### src/hdl/sitiu_pkg.sv
// Shared constants for the sorted identifier table insert unit.
// No dependencies; used by the top level and its checker.
`default_nettype none

package sitiu_pkg;

	localparam int ID_W = 16;
	localparam int TABLE_DEPTH_DEF = 32;

	localparam int MAX_ENTRIES_W = 6;
	localparam int SLOT_W = 5;
	localparam int TOTAL_W = 6;
	localparam int STATUS_W = 2;
	localparam int CFG_INDEX_W = 1;
	localparam int CFG_DATA_W = 6;

	localparam logic [ID_W-1:0] ASSIGN_CODE = 16'hFFFF;
	localparam logic [MAX_ENTRIES_W-1:0] MAX_ENTRIES_RST = 6'd32;

	localparam logic [STATUS_W-1:0] STAT_OK    = 2'd0;
	localparam logic [STATUS_W-1:0] STAT_FULL  = 2'd1;
	localparam logic [STATUS_W-1:0] STAT_DUP   = 2'd2;
	localparam logic [STATUS_W-1:0] STAT_NOSUP = 2'd3;

	localparam logic [CFG_INDEX_W-1:0] REG_MAX_ENTRIES    = 1'd0;
	localparam logic [CFG_INDEX_W-1:0] REG_CREATE_ENABLED = 1'd1;

endpackage

`default_nettype wire

### src/hdl/sitiu_ram.sv
// Generic simple dual-port RAM: one write port, one read port, registered read.
// No dependencies.
`default_nettype none

module sitiu_ram #(
	parameter int WIDTH = 16,
	parameter int DEPTH = 32,
	localparam int AW = (DEPTH > 1) ? $clog2(DEPTH) : 1
) (
	input  wire logic             clk,
	input  wire logic             we,
	input  wire logic [AW-1:0]    waddr,
	input  wire logic [WIDTH-1:0] wdata,
	input  wire logic [AW-1:0]    raddr,
	output logic      [WIDTH-1:0] rdata
);

	logic [WIDTH-1:0] mem [DEPTH];

	always_ff @(posedge clk) begin
		if (we) begin
			mem[waddr] <= wdata;
		end
		rdata <= mem[raddr];
	end

endmodule

`default_nettype wire

### src/hdl/sorted_id_table_insert_unit.sv
// Sorted identifier table insert unit: top level with sequencer and table RAM.
// Depends on sitiu_pkg and sitiu_ram.
//
//  channel  | handshake            | payload
//  ---------+----------------------+---------------------------------------------
//  in       | in_valid / in_stall  | requested_id
//  out      | out_valid / out_stall| status, assigned_id, slot_index, entry_total
//  cfg      | cfg_valid / cfg_ready| cfg_index, cfg_data
//
// An item rejected as full goes straight to its result; any other item has a walk
// over the stored entries, then a shift of the entries above its slot (skipped
// on a reject), then its result. Items are taken one at a time, and the one RAM
// read port serves both the walk and the shift.
// Reset clears the count and sets the two configuration registers to their defaults; the table RAM is not cleared.
// A stalled result holds in the output register while the next item is taken.
`default_nettype none

module sorted_id_table_insert_unit #(
	parameter int TABLE_DEPTH = sitiu_pkg::TABLE_DEPTH_DEF
) (
	input  wire logic                                  clk,
	input  wire logic                                  arst_n,
	input  wire logic                                  in_valid,
	output logic                                       in_stall,
	input  wire logic [sitiu_pkg::ID_W-1:0]            requested_id,
	output logic                                       out_valid,
	input  wire logic                                  out_stall,
	output logic      [sitiu_pkg::STATUS_W-1:0]        status,
	output logic      [sitiu_pkg::ID_W-1:0]            assigned_id,
	output logic      [sitiu_pkg::SLOT_W-1:0]          slot_index,
	output logic      [sitiu_pkg::TOTAL_W-1:0]         entry_total,
	input  wire logic                                  cfg_valid,
	output logic                                       cfg_ready,
	input  wire logic [sitiu_pkg::CFG_INDEX_W-1:0]     cfg_index,
	input  wire logic [sitiu_pkg::CFG_DATA_W-1:0]      cfg_data
);

	localparam int AW = (TABLE_DEPTH > 1) ? $clog2(TABLE_DEPTH) : 1;
	localparam int CW = $clog2(TABLE_DEPTH + 1);
	localparam int LW = (CW > sitiu_pkg::MAX_ENTRIES_W) ? CW : sitiu_pkg::MAX_ENTRIES_W;

	typedef enum logic [1:0] {
		S_IDLE,
		S_SCAN,
		S_SHIFT,
		S_FIN
	} state_t;

	state_t state_q;

	logic [sitiu_pkg::MAX_ENTRIES_W-1:0] max_entries_q;
	logic                                create_enabled_q;
	logic [CW-1:0]                       entry_count_q;

	logic [sitiu_pkg::ID_W-1:0] id_q;
	logic                       assign_q;
	logic                       found_q;
	logic                       dup_q;
	logic [AW-1:0]              slot_q;
	logic [CW-1:0]              ptr_q;
	logic [AW-1:0]              rptr_q;
	logic [CW-1:0]              left_q;
	logic [sitiu_pkg::STATUS_W-1:0] res_status_q;

	logic          rd_valid_s1;
	logic [AW-1:0] rd_idx_s1;

	logic [sitiu_pkg::STATUS_W-1:0] status_q;
	logic [sitiu_pkg::ID_W-1:0]     assigned_id_q;
	logic [sitiu_pkg::SLOT_W-1:0]   slot_index_q;
	logic [sitiu_pkg::TOTAL_W-1:0]  entry_total_q;
	logic                           out_valid_q;

	logic                       ram_we;
	logic [AW-1:0]              ram_waddr;
	logic [sitiu_pkg::ID_W-1:0] ram_wdata;
	logic [AW-1:0]              ram_raddr;
	logic [sitiu_pkg::ID_W-1:0] ram_rdata;

	logic in_acc;
	logic out_free;
	logic table_full;
	logic rd_issue;
	logic scan_done;
	logic shift_done;
	logic [AW-1:0]              slot_fin;
	logic [sitiu_pkg::ID_W-1:0] id_fin;

	sitiu_ram #(
		.WIDTH(sitiu_pkg::ID_W),
		.DEPTH(TABLE_DEPTH)
	) u_table (
		.clk  (clk),
		.we   (ram_we),
		.waddr(ram_waddr),
		.wdata(ram_wdata),
		.raddr(ram_raddr),
		.rdata(ram_rdata)
	);

	assign in_stall  = (state_q != S_IDLE);
	assign in_acc    = in_valid && !in_stall;
	assign cfg_ready = 1'b1;
	assign out_free  = !out_valid_q || !out_stall;

	assign out_valid   = out_valid_q;
	assign status      = status_q;
	assign assigned_id = assigned_id_q;
	assign slot_index  = slot_index_q;
	assign entry_total = entry_total_q;

	// The limit is the smaller of the configured maximum and the table depth.
	assign table_full = (LW'(entry_count_q) >= LW'(max_entries_q)) ||
		(entry_count_q >= CW'(TABLE_DEPTH));

	assign rd_issue = ((state_q == S_SCAN) && (ptr_q < entry_count_q)) ||
		((state_q == S_SHIFT) && (left_q != '0));
	assign ram_raddr  = (state_q == S_SCAN) ? ptr_q[AW-1:0] : rptr_q;
	assign scan_done  = (state_q == S_SCAN) && (ptr_q == entry_count_q) && !rd_valid_s1;
	assign shift_done = (state_q == S_SHIFT) && (left_q == '0) && !rd_valid_s1;

	// During the shift each returned entry moves up one slot; the final write
	// places the new identifier at its sorted position.
	assign ram_we    = (state_q == S_SHIFT) && (rd_valid_s1 || shift_done);
	assign ram_waddr = rd_valid_s1 ? (rd_idx_s1 + AW'(1)) : slot_q;
	assign ram_wdata = rd_valid_s1 ? ram_rdata : id_q;

	// With no entry above the identifier, it goes at the end of the table, and
	// an assigned identifier with no gap found equals the count.
	assign slot_fin = found_q ? slot_q : entry_count_q[AW-1:0];
	assign id_fin   = (assign_q && !found_q) ? sitiu_pkg::ID_W'(entry_count_q) : id_q;

	always_ff @(posedge clk or negedge arst_n) begin
		if (!arst_n) begin
			state_q          <= S_IDLE;
			max_entries_q    <= sitiu_pkg::MAX_ENTRIES_RST;
			create_enabled_q <= 1'b1;
			entry_count_q    <= '0;
			rd_valid_s1      <= 1'b0;
			out_valid_q      <= 1'b0;
		end else begin
			if (cfg_valid && cfg_ready) begin
				case (cfg_index)
					sitiu_pkg::REG_MAX_ENTRIES: begin
						max_entries_q <= cfg_data;
					end
					sitiu_pkg::REG_CREATE_ENABLED: begin
						create_enabled_q <= cfg_data[0];
					end
					default: begin
					end
				endcase
			end

			rd_valid_s1 <= rd_issue;
			rd_idx_s1   <= ram_raddr;
			if (rd_issue && (state_q == S_SHIFT)) begin
				rptr_q <= rptr_q - AW'(1);
				left_q <= left_q - CW'(1);
			end

			if ((state_q == S_FIN) && out_free) begin
				out_valid_q <= 1'b1;
			end else if (!out_stall) begin
				out_valid_q <= 1'b0;
			end

			case (state_q)
				S_IDLE: begin
					if (in_acc) begin
						id_q     <= requested_id;
						assign_q <= (requested_id == sitiu_pkg::ASSIGN_CODE);
						found_q  <= 1'b0;
						dup_q    <= 1'b0;
						ptr_q    <= '0;
						if (table_full) begin
							res_status_q <= sitiu_pkg::STAT_FULL;
							state_q      <= S_FIN;
						end else begin
							state_q <= S_SCAN;
						end
					end
				end
				S_SCAN: begin
					if (rd_issue) begin
						ptr_q <= ptr_q + CW'(1);
					end
					// The first entry that breaks the run 0,1,2,... marks the
					// lowest free identifier; for a requested identifier the
					// first entry at or above it ends the search.
					if (rd_valid_s1 && !found_q) begin
						if (assign_q) begin
							if (ram_rdata != sitiu_pkg::ID_W'(rd_idx_s1)) begin
								found_q <= 1'b1;
								slot_q  <= rd_idx_s1;
								id_q    <= sitiu_pkg::ID_W'(rd_idx_s1);
							end
						end else if (ram_rdata == id_q) begin
							found_q <= 1'b1;
							dup_q   <= 1'b1;
						end else if (ram_rdata > id_q) begin
							found_q <= 1'b1;
							slot_q  <= rd_idx_s1;
						end
					end
					if (scan_done) begin
						slot_q <= slot_fin;
						id_q   <= id_fin;
						left_q <= entry_count_q - CW'(slot_fin);
						rptr_q <= entry_count_q[AW-1:0] - AW'(1);
						if (dup_q) begin
							res_status_q <= sitiu_pkg::STAT_DUP;
							state_q      <= S_FIN;
						end else if (!create_enabled_q) begin
							res_status_q <= sitiu_pkg::STAT_NOSUP;
							state_q      <= S_FIN;
						end else begin
							res_status_q <= sitiu_pkg::STAT_OK;
							state_q      <= S_SHIFT;
						end
					end
				end
				S_SHIFT: begin
					if (shift_done) begin
						entry_count_q <= entry_count_q + CW'(1);
						state_q       <= S_FIN;
					end
				end
				S_FIN: begin
					if (out_free) begin
						status_q      <= res_status_q;
						entry_total_q <= sitiu_pkg::TOTAL_W'(entry_count_q);
						if (res_status_q == sitiu_pkg::STAT_OK) begin
							assigned_id_q <= id_q;
							slot_index_q  <= sitiu_pkg::SLOT_W'(slot_q);
						end else begin
							assigned_id_q <= '0;
							slot_index_q  <= '0;
						end
						state_q <= S_IDLE;
					end
				end
				default: begin
					state_q <= S_IDLE;
				end
			endcase
		end
	end

endmodule

`default_nettype wire

### config.mk
export PLATFORM = sky130hd
export DESIGN_NAME = sorted_id_table_insert_unit
export DESIGN_NICKNAME = d
export VERILOG_FILES = /design/src/hdl/sitiu_pkg.sv /design/src/hdl/sitiu_ram.sv /design/src/hdl/sorted_id_table_insert_unit.sv
export SDC_FILE = /design/constraint.sdc
export NUM_CORES = 1
export LEC_CHECK = 0
export ABC_AREA = 1
export BUFFER_PORTS_ARGS = -buffer_cell sky130_fd_sc_hd__buf_2
export CORE_AREA = 5 5 334 205
export DETAILED_ROUTE_END_ITERATION = 10
export DIE_AREA = 0 0 339 210
export GPL_ROUTABILITY_DRIVEN = 1
export PLACE_DENSITY = 0.61
export REMOVE_ABC_BUFFERS = 1
export SYNTH_ARGS = -nofsm -noshare
export SYNTH_HDL_FRONTEND = slang
export SYNTH_HIERARCHICAL = 1
export SYNTH_SLANG_ARGS = --single-unit
### constraint.sdc
create_clock -name clk -period 7.3 [get_ports clk]
set_input_delay 0.73 -clock clk [delete_from_list [all_inputs] [get_ports clk]]
set_output_delay 0.73 -clock clk [all_outputs]
set_load 0.05 [all_outputs]
==> flow_summary_export.csv, run 1 <==
group,metric,value,unit
status,outcome,"completed",
timing,rsz0062_at_grt,"no",
clock_network,ctsHtreeMaxLevel,2,
timing,final.setup.worst_slack,2.81,ns
logic_synthesis,synth_cell_types,48,
timing,whs,0.196,ns
timing,relSlewSlack,18.1,%
power,p_sw,4860,µW
route,detail-route-antenna-nets,0,
clock_network,cts_root_buffer,"clkbuf_16",
route,vias,18439,
global_route,grt_pass1_vias,17474,
finish,area_growth_syn_to_layout,10.5,%
timing,period_needed,4.49,ns
clock_network,clock-sinks,622,
logic_synthesis,synth_edf_count,589,
finish,mostFrequentLayoutCells,"nand2_1 (868), edfxtp_1 (589), nand3_1 (429)",
logic_synthesis,ys_warn_count,6,
placement,place_area,0.0282,mm²
logic_synthesis,async_reset_ff_share,2.73,%
clock_network,cts_tree,"built",
floorplanning,io_pins,60,
floorplanning,dieArea,0.0712,mm²
timing,fin_tns_setup,0,ns
hold_path,hp-class,"input port to async pin",
finish,final_common_cell,"nand2_1",
power,p_per_area,407,mW/mm²
clock_network,worstSkewPairLatency,0.61,ns
global_route,met3_usage,4.19,%
power,p_int,7300,µW
placement,dp_slack,2.89,ns
logic_synthesis,syn_inst,2463,
clock_network,cts_setup_buffers,0,
critical_path,start_kind,"flip-flop",
floorplanning,core_area,0.0653,mm²
timing,slew_violations,0,
logic_synthesis,ys_seq_area_share,68.1,%
global_route,met2_usage,28.7,%
finish,finalNonFillerCells,3425,
floorplanning,num_rows,73,
power,p_leak,0.0115,µW
global_route,grt_overflow_total,0,
logic_synthesis,synth_area,0.0271,mm²
global_route,grtUsageTotal,19.5,%
timing,post-route-period-util,61.4,%
critical_path,crit_fanout,83,
global_route,busiest_layer,"met1",
route,avgViaCountPerCell,5.38,
route,wl,71.0,mm
power,comb_power_share,37.9,%
logic_synthesis,avgSynthCellArea,11.0,µm²
power,seq_power_share,38.5,%
route,wl_per_cell,20.7,µm
global_route,grt_pass1_wl,108,mm
placement,dp_hpwl,42.8,mm
finish,final_nets,2589,
route,first_pass_iters,6,
placement,io_buffers,58,
clock_network,cts_buffers,55,
finish,drive_gt1_share,9.87,%
floorplanning,initial_core_util,41.4,%
critical_path,crit_required,7.86,ns
timing,hold_viol,0,
floorplanning,die_w,339,µm
floorplanning,die_height,210,µm
timing,worst_pin_slew,1.23,ns
power,irDropWorstVdd,0.564,mV
timing,skew,0.0278,ns
global_route,antenna_found_initial,0,
finish,diodes,0,
route,drt-initial-drc-count,2092,
global_route,met1_usage,30.3,%
critical_path,cp-end-kind,"flip-flop",
clock_network,cts-resized-gates,0,
power,power.share.clock,23.5,%
critical_path,critPathArrivalTime,5.05,ns
route,drc,0,
placement,gp_congestion,0.831,
global_route,grt_max_degree,196,
timing,setup_viol,0,
finish,final_area,0.0299,mm²
critical_path,crit_type,"flip-flop to flip-flop",
logic_synthesis,synthFlopType,"edfxtp_1",
logic_synthesis,postSynthRegisterBits,622,
flow_run,drv_cap,0,
placement,dp.cells,3321,
clock_network,cts-hold-fix-buffers,0,
timing,fmax,223,MHz
clock_network,clockBufferDepth,3,
clock_network,clk_pin_slew_worst_paths,0.07,ns
power,switching_share,40.0,%
-- final timing paths --
kind,startpoint,end,slack [ns],cells past startpoint
worst max-delay path,state_q[1],u_table/rdata[8],2.81,15
worst min-delay path,arst_n,state_q[1],0.20,2
worst max register to register,state_q[1],u_table/rdata[8],2.81,15
worst min register to register,res_status_q[0],status[0],0.47,0
max in group asynchronous,arst_n,entry_count_q[2],6.70,2
min in group clk,cfg_valid,create_enabled_q,0.31,2
-- logic make-up (layout without fill, tap and decap cells) --
logic type / after synthesis / after routing / share of synthesized area [%]
AND/OR/NAND/NOR: 1431 / 1431 / 22.2
AO/OA/AOI/OAI: 104 / 104 / 2.12
flip-flops: 622 / 622 / 68.1
other: 1 / 1 / 0.0139
adder cells (fa/ha/maj): 45 / 45 / 2.11
buffers and inverters: 243 / 343 / 4.84
XOR/XNOR: 17 / 17 / 0.550
-- cells in the mapped netlist (2+ instances only) --
master / n / area, µm²
nand2_2: 4 / 25.0
buf_6: 24 / 270
nor2_2: 4 / 25.0
a21oi_1: 27 / 135
dfstp_2: 2 / 52.6
buf_2: 36 / 180
clkbuf_1: 30 / 113
nand3_1: 429 / 2150
buf_1: 2 / 7.51
buf_8: 2 / 30.0
nand4_1: 5 / 31.3
nor2_1: 107 / 402
o211ai_1: 3 / 22.5
nor3_1: 3 / 15.0
o21ai_0: 54 / 270
dfrtp_1: 15 / 375
xor2_1: 15 / 131
ha_1: 44 / 551
nand2_1: 868 / 3260
buf_4: 33 / 248
xnor2_1: 2 / 17.5
dfxtp_1: 16 / 320
a31oi_1: 4 / 25.0
inv_2: 5 / 18.8
o221ai_1: 4 / 35.0
inv_1: 108 / 405
edfxtp_1: 589 / 17700
nand3_2: 3 / 30.0
o21bai_1: 2 / 15.0
nand2_4: 3 / 33.8
o21ai_1: 3 / 15.0
-- power groups by stage --
stage	Combinational, µW	Clock (µW)	Sequential (µW)
after floorplan	3180	0	4800
final	4610	2860	4690
after detailed placement	4580	0	4760
after global placement	4510	0	4750
after global routing	5120	3070	4700
after CTS	4600	2920	4680
-- registers in the layout (all words and copies together), names as in the netlist --
name / flops
u_table/rdata: 16
u_table/mem: 512
create_enabled_q: 1
rd_valid_s1: 1
assigned_id: 16
left_q: 6
ptr_q: 6
slot_index: 5
max_entries_q: 6
res_status_q: 2
slot_q: 5
id_q: 16
found_q: 1
entry_total: 6
entry_count_q: 6
assign_q: 1
dup_q: 1
state_q: 2
rd_idx_s1: 5
rptr_q: 5
out_valid: 1
status: 2
-- per-stage QoR --
stage | total power [µW] | utilization (%)
4_1_cts | 12200 | 45.8
3_5_place_dp | 9340 | 43.1
6_report | 12200 | 45.8
2_1_floorplan | 7980 | -
5_1_grt | 12900 | 45.8
3_3_place_gp | 9260 | 43.1
-- routing by layer --
layer  routed length [µm]  share of wire, %
met5                    0                 0
met4                  970               1.4
met3                 6880               9.7
met2                30100                42
met1                33100                47
-- final cells by class --
class	count	area (µm²)
Sequential cell	622	18400
Clock inverter	22	209
Multi-Input combinational cell	1598	7410
Tap cell	862	1080
Clock buffer	82	1530
Timing Repair Buffer	125	793
Fill cell	5985	35400
Inverter	114	439
-- worst max-delay path, cell delays in order (launching register included) --
cell and delay, ns:
dfrtp_1 0.40, inv_1 0.12, ha_1 0.21, inv_1 0.42, nor2_1 0.18, a21oi_4 0.72
buf_4 0.84, buf_4 0.68, nand2_1 0.12, nand3_1 0.11, nand3_1 0.10, nand2_1 0.12
nand2_1 0.07, nand2_1 0.08, nand2_1 0.05, nand2_1 0.08
Power figures use the tool's default switching activity.
==> inputs of run 2 (changes only) <==
PLACE_DENSITY = 0.63   (was 0.61)
clock period = 4 ns   (was 7.3 ns; I/O delays follow)
==> run 2 against run 1 <==
Via count increased by 0.46%; total power grew 89%; combinational power grew 95%; setup slack got worse by 2.4 ns; flip-flop and latch count unchanged; design area increased by 0.97%; critical path depth stayed put; first-iteration DRC count increased by 9.4%; largest power group is now combinational cells; highest routed layer unchanged.
==> flow_summary_export.csv, run 2 (synthesized netlist as in run 1, its figures left out) <==
group,metric,value,unit
finish,largest_register,"u_table/mem",
power,switching_share,40.8,%
hold_path,holdPathStages,3,
clock_network,ctsHtreeMaxLevel,2,
power,comb_power_share,39.2,%
route,avgViaCountPerCell,5.38,
finish,largest_reg_flops,512,
status,outcome,"completed",
floorplanning,initial_core_util,41.4,%
floorplanning,die_w,339,µm
route,wl,72.1,mm
placement,dp_hpwl,45.4,mm
hold_path,hold_start,"cfg_data[5]",
clock_network,cts_buffers,55,
critical_path,cp_slowest_cell,"inv_8",
clock_network,cts_setup_buffers,0,
finish,final_nets,2606,
timing,rsz0062_at_grt,"no",
power,irDropWorstVdd,0.885,mV
power,power.share.clock,23.4,%
critical_path,crit_fanout,105,
power,seq_power_share,37.4,%
power,p_per_area,760,mW/mm²
finish,fillers,5879,
critical_path,crit_required,4.57,ns
hold_path,hp-class,"input port to flip-flop",
clock_network,clock-sinks,622,
route,first_pass_iters,6,
floorplanning,io_pins,60,
critical_path,path_cells,"inv_1, ha_1, inv_1, nor2_1, a21oi_4, inv_8, buf_4, nand2_1, nand3_1, nand3_1, nand2_1, nand2_1, nand2_1, nand2_1, nand2_1",
timing,hold_viol,0,
placement,gp_congestion,0.864,
floorplanning,num_rows,73,
clock_network,clockBufferDepth,3,
timing,worst_pin_slew,1.07,ns
flow_run,drv_cap,0,
power,p_sw,9350,µW
timing,fmax,277,MHz
timing,slew_violations,0,
timing,post-route-period-util,90.4,%
critical_path,start_kind,"flip-flop",
critical_path,critPathArrivalTime,4.18,ns
timing,setup_viol,0,
power,p_int,13600,µW
clock_network,clk_pin_slew_worst_paths,0.07,ns
floorplanning,core_area,0.0653,mm²
route,drc,0,
power,p_leak,0.0117,µW
global_route,grt_pass1_wl,110,mm
global_route,grt_pass1_vias,17873,
hold_path,min_to,"max_entries_q[5]",
finish,diodes,0,
floorplanning,die_height,210,µm
global_route,grt_max_degree,141,
timing,period_needed,3.62,ns
finish,final_common_cell,"nand2_1",
clock_network,worstSkewPairLatency,0.62,ns
clock_network,cts-resized-gates,0,
timing,skew,0.0184,ns
critical_path,timing.rr.end,"u_table/rdata[3]",
critical_path,crit_type,"flip-flop to flip-flop",
route,vias,18524,
critical_path,ff2ff_path_depth,15,
timing,relSlewSlack,28.9,%
floorplanning,dieArea,0.0712,mm²
critical_path,crit_top_cell,"nand2_1",
route,drt-initial-drc-count,2289,
finish,drive_gt1_share,10.2,%
clock_network,cts_tree,"built",
global_route,antenna_found_initial,0,
route,detail-route-antenna-nets,0,
clock_network,cts_root_buffer,"clkbuf_16",
critical_path,ff2ff_setup_slack,0.38,ns
timing,final.setup.worst_slack,0.383,ns
critical_path,slowest_delay,0.50,ns
global_route,grt_overflow_total,0,
finish,area_growth_syn_to_layout,11.6,%
finish,utilization,46.2,%
critical_path,worstReg2RegStart,"state_q[1]",
global_route,grtUsageTotal,19.9,%
placement,io_buffers,58,
timing,whs,0.0303,ns
placement,dp_slack,0.420,ns
route,wl_per_cell,21.0,µm
finish,mostFrequentLayoutCells,"nand2_1 (868), edfxtp_1 (589), nand3_1 (429)",
critical_path,cp-end-kind,"flip-flop",
-- run 2: worst max-delay path, delay by kind of cell (launching register included) --
| kind | cells | cell delay (ns) |
|---|---|---|
| DFF | 1 | 0.42 |
| and+or+nand+nor | 9 | 1.13 |
| buffers and inverters | 4 | 1.41 |
| AOI/OAI and AO/OA | 1 | 0.11 |
| adders and majority gates | 1 | 0.47 |
-- run 2: worst max path at each step --
stage	start	cells after the start	endpoint
2_1_floorplan	state_q[1]	13	u_table/rdata[10]
3_3_place_gp	state_q[1]	15	u_table/rdata[5]
3_5_place_dp	state_q[1]	15	u_table/rdata[4]
4_1_cts	state_q[1]	15	u_table/rdata[4]
5_1_grt	state_q[1]	15	u_table/rdata[6]
6_report	state_q[1]	15	u_table/rdata[3]
-- run 2: layer usage --
metal / wire (µm) / track usage [%] / up-vias / part of all wire [%]
li1: - / - / 8574 / -
met2: 29800 / 28.1 / 793 / 41
met4: 1090 / 3.71 / 0 / 1.5
met1: 33800 / 31.6 / 9072 / 47
met5: 0 / 0 / - / 0
met3: 7430 / 4.63 / 85 / 10
-- run 2: repair_timing --
item                                    CTS  global route
hold endpoints to repair                 16             0
endpoints found under the setup margin    0             0
hold buffers                              3             0
-- run 2: power groups by stage --
stage	sequential (µW)	clock, µW	combinational [µW]
2_1_floorplan	8750	0	4700
3_3_place_gp	8700	0	8680
3_5_place_dp	8710	0	8820
4_1_cts	8580	5460	8850
5_1_grt	8610	5730	9910
6_report	8570	5370	8990
-- run 2: area by class of cell --
class | count | area (µm²) | area share, %
sequential | 622 | 18400 | 61.1
multi-input combinational | 1598 | 7420 | 24.6
clock buffer | 79 | 1520 | 5.02
tap | 862 | 1080 | 3.57
timing repair buffer | 142 | 1020 | 3.37
inverter | 114 | 438 | 1.45
clock inverter | 23 | 274 | 0.908
-- run 2: metrics by stage --
| step | std cells | power [µW] | setup TNS [ns] | instance area, µm² |
|---|---|---|---|---|
| 2_1_floorplan | 2334 | 13400 | -199.15 | 26200 |
| 3_5_place_dp | 3335 | 17500 | 0 | 28400 |
| 5_1_grt | 3440 | 24200 | 0 | 30200 |
| 3_3_place_gp | 3335 | 17400 | 0 | 28400 |
| 4_1_cts | 3440 | 22900 | 0 | 30200 |
| 6_report | 3440 | 22900 | 0 | 30200 |
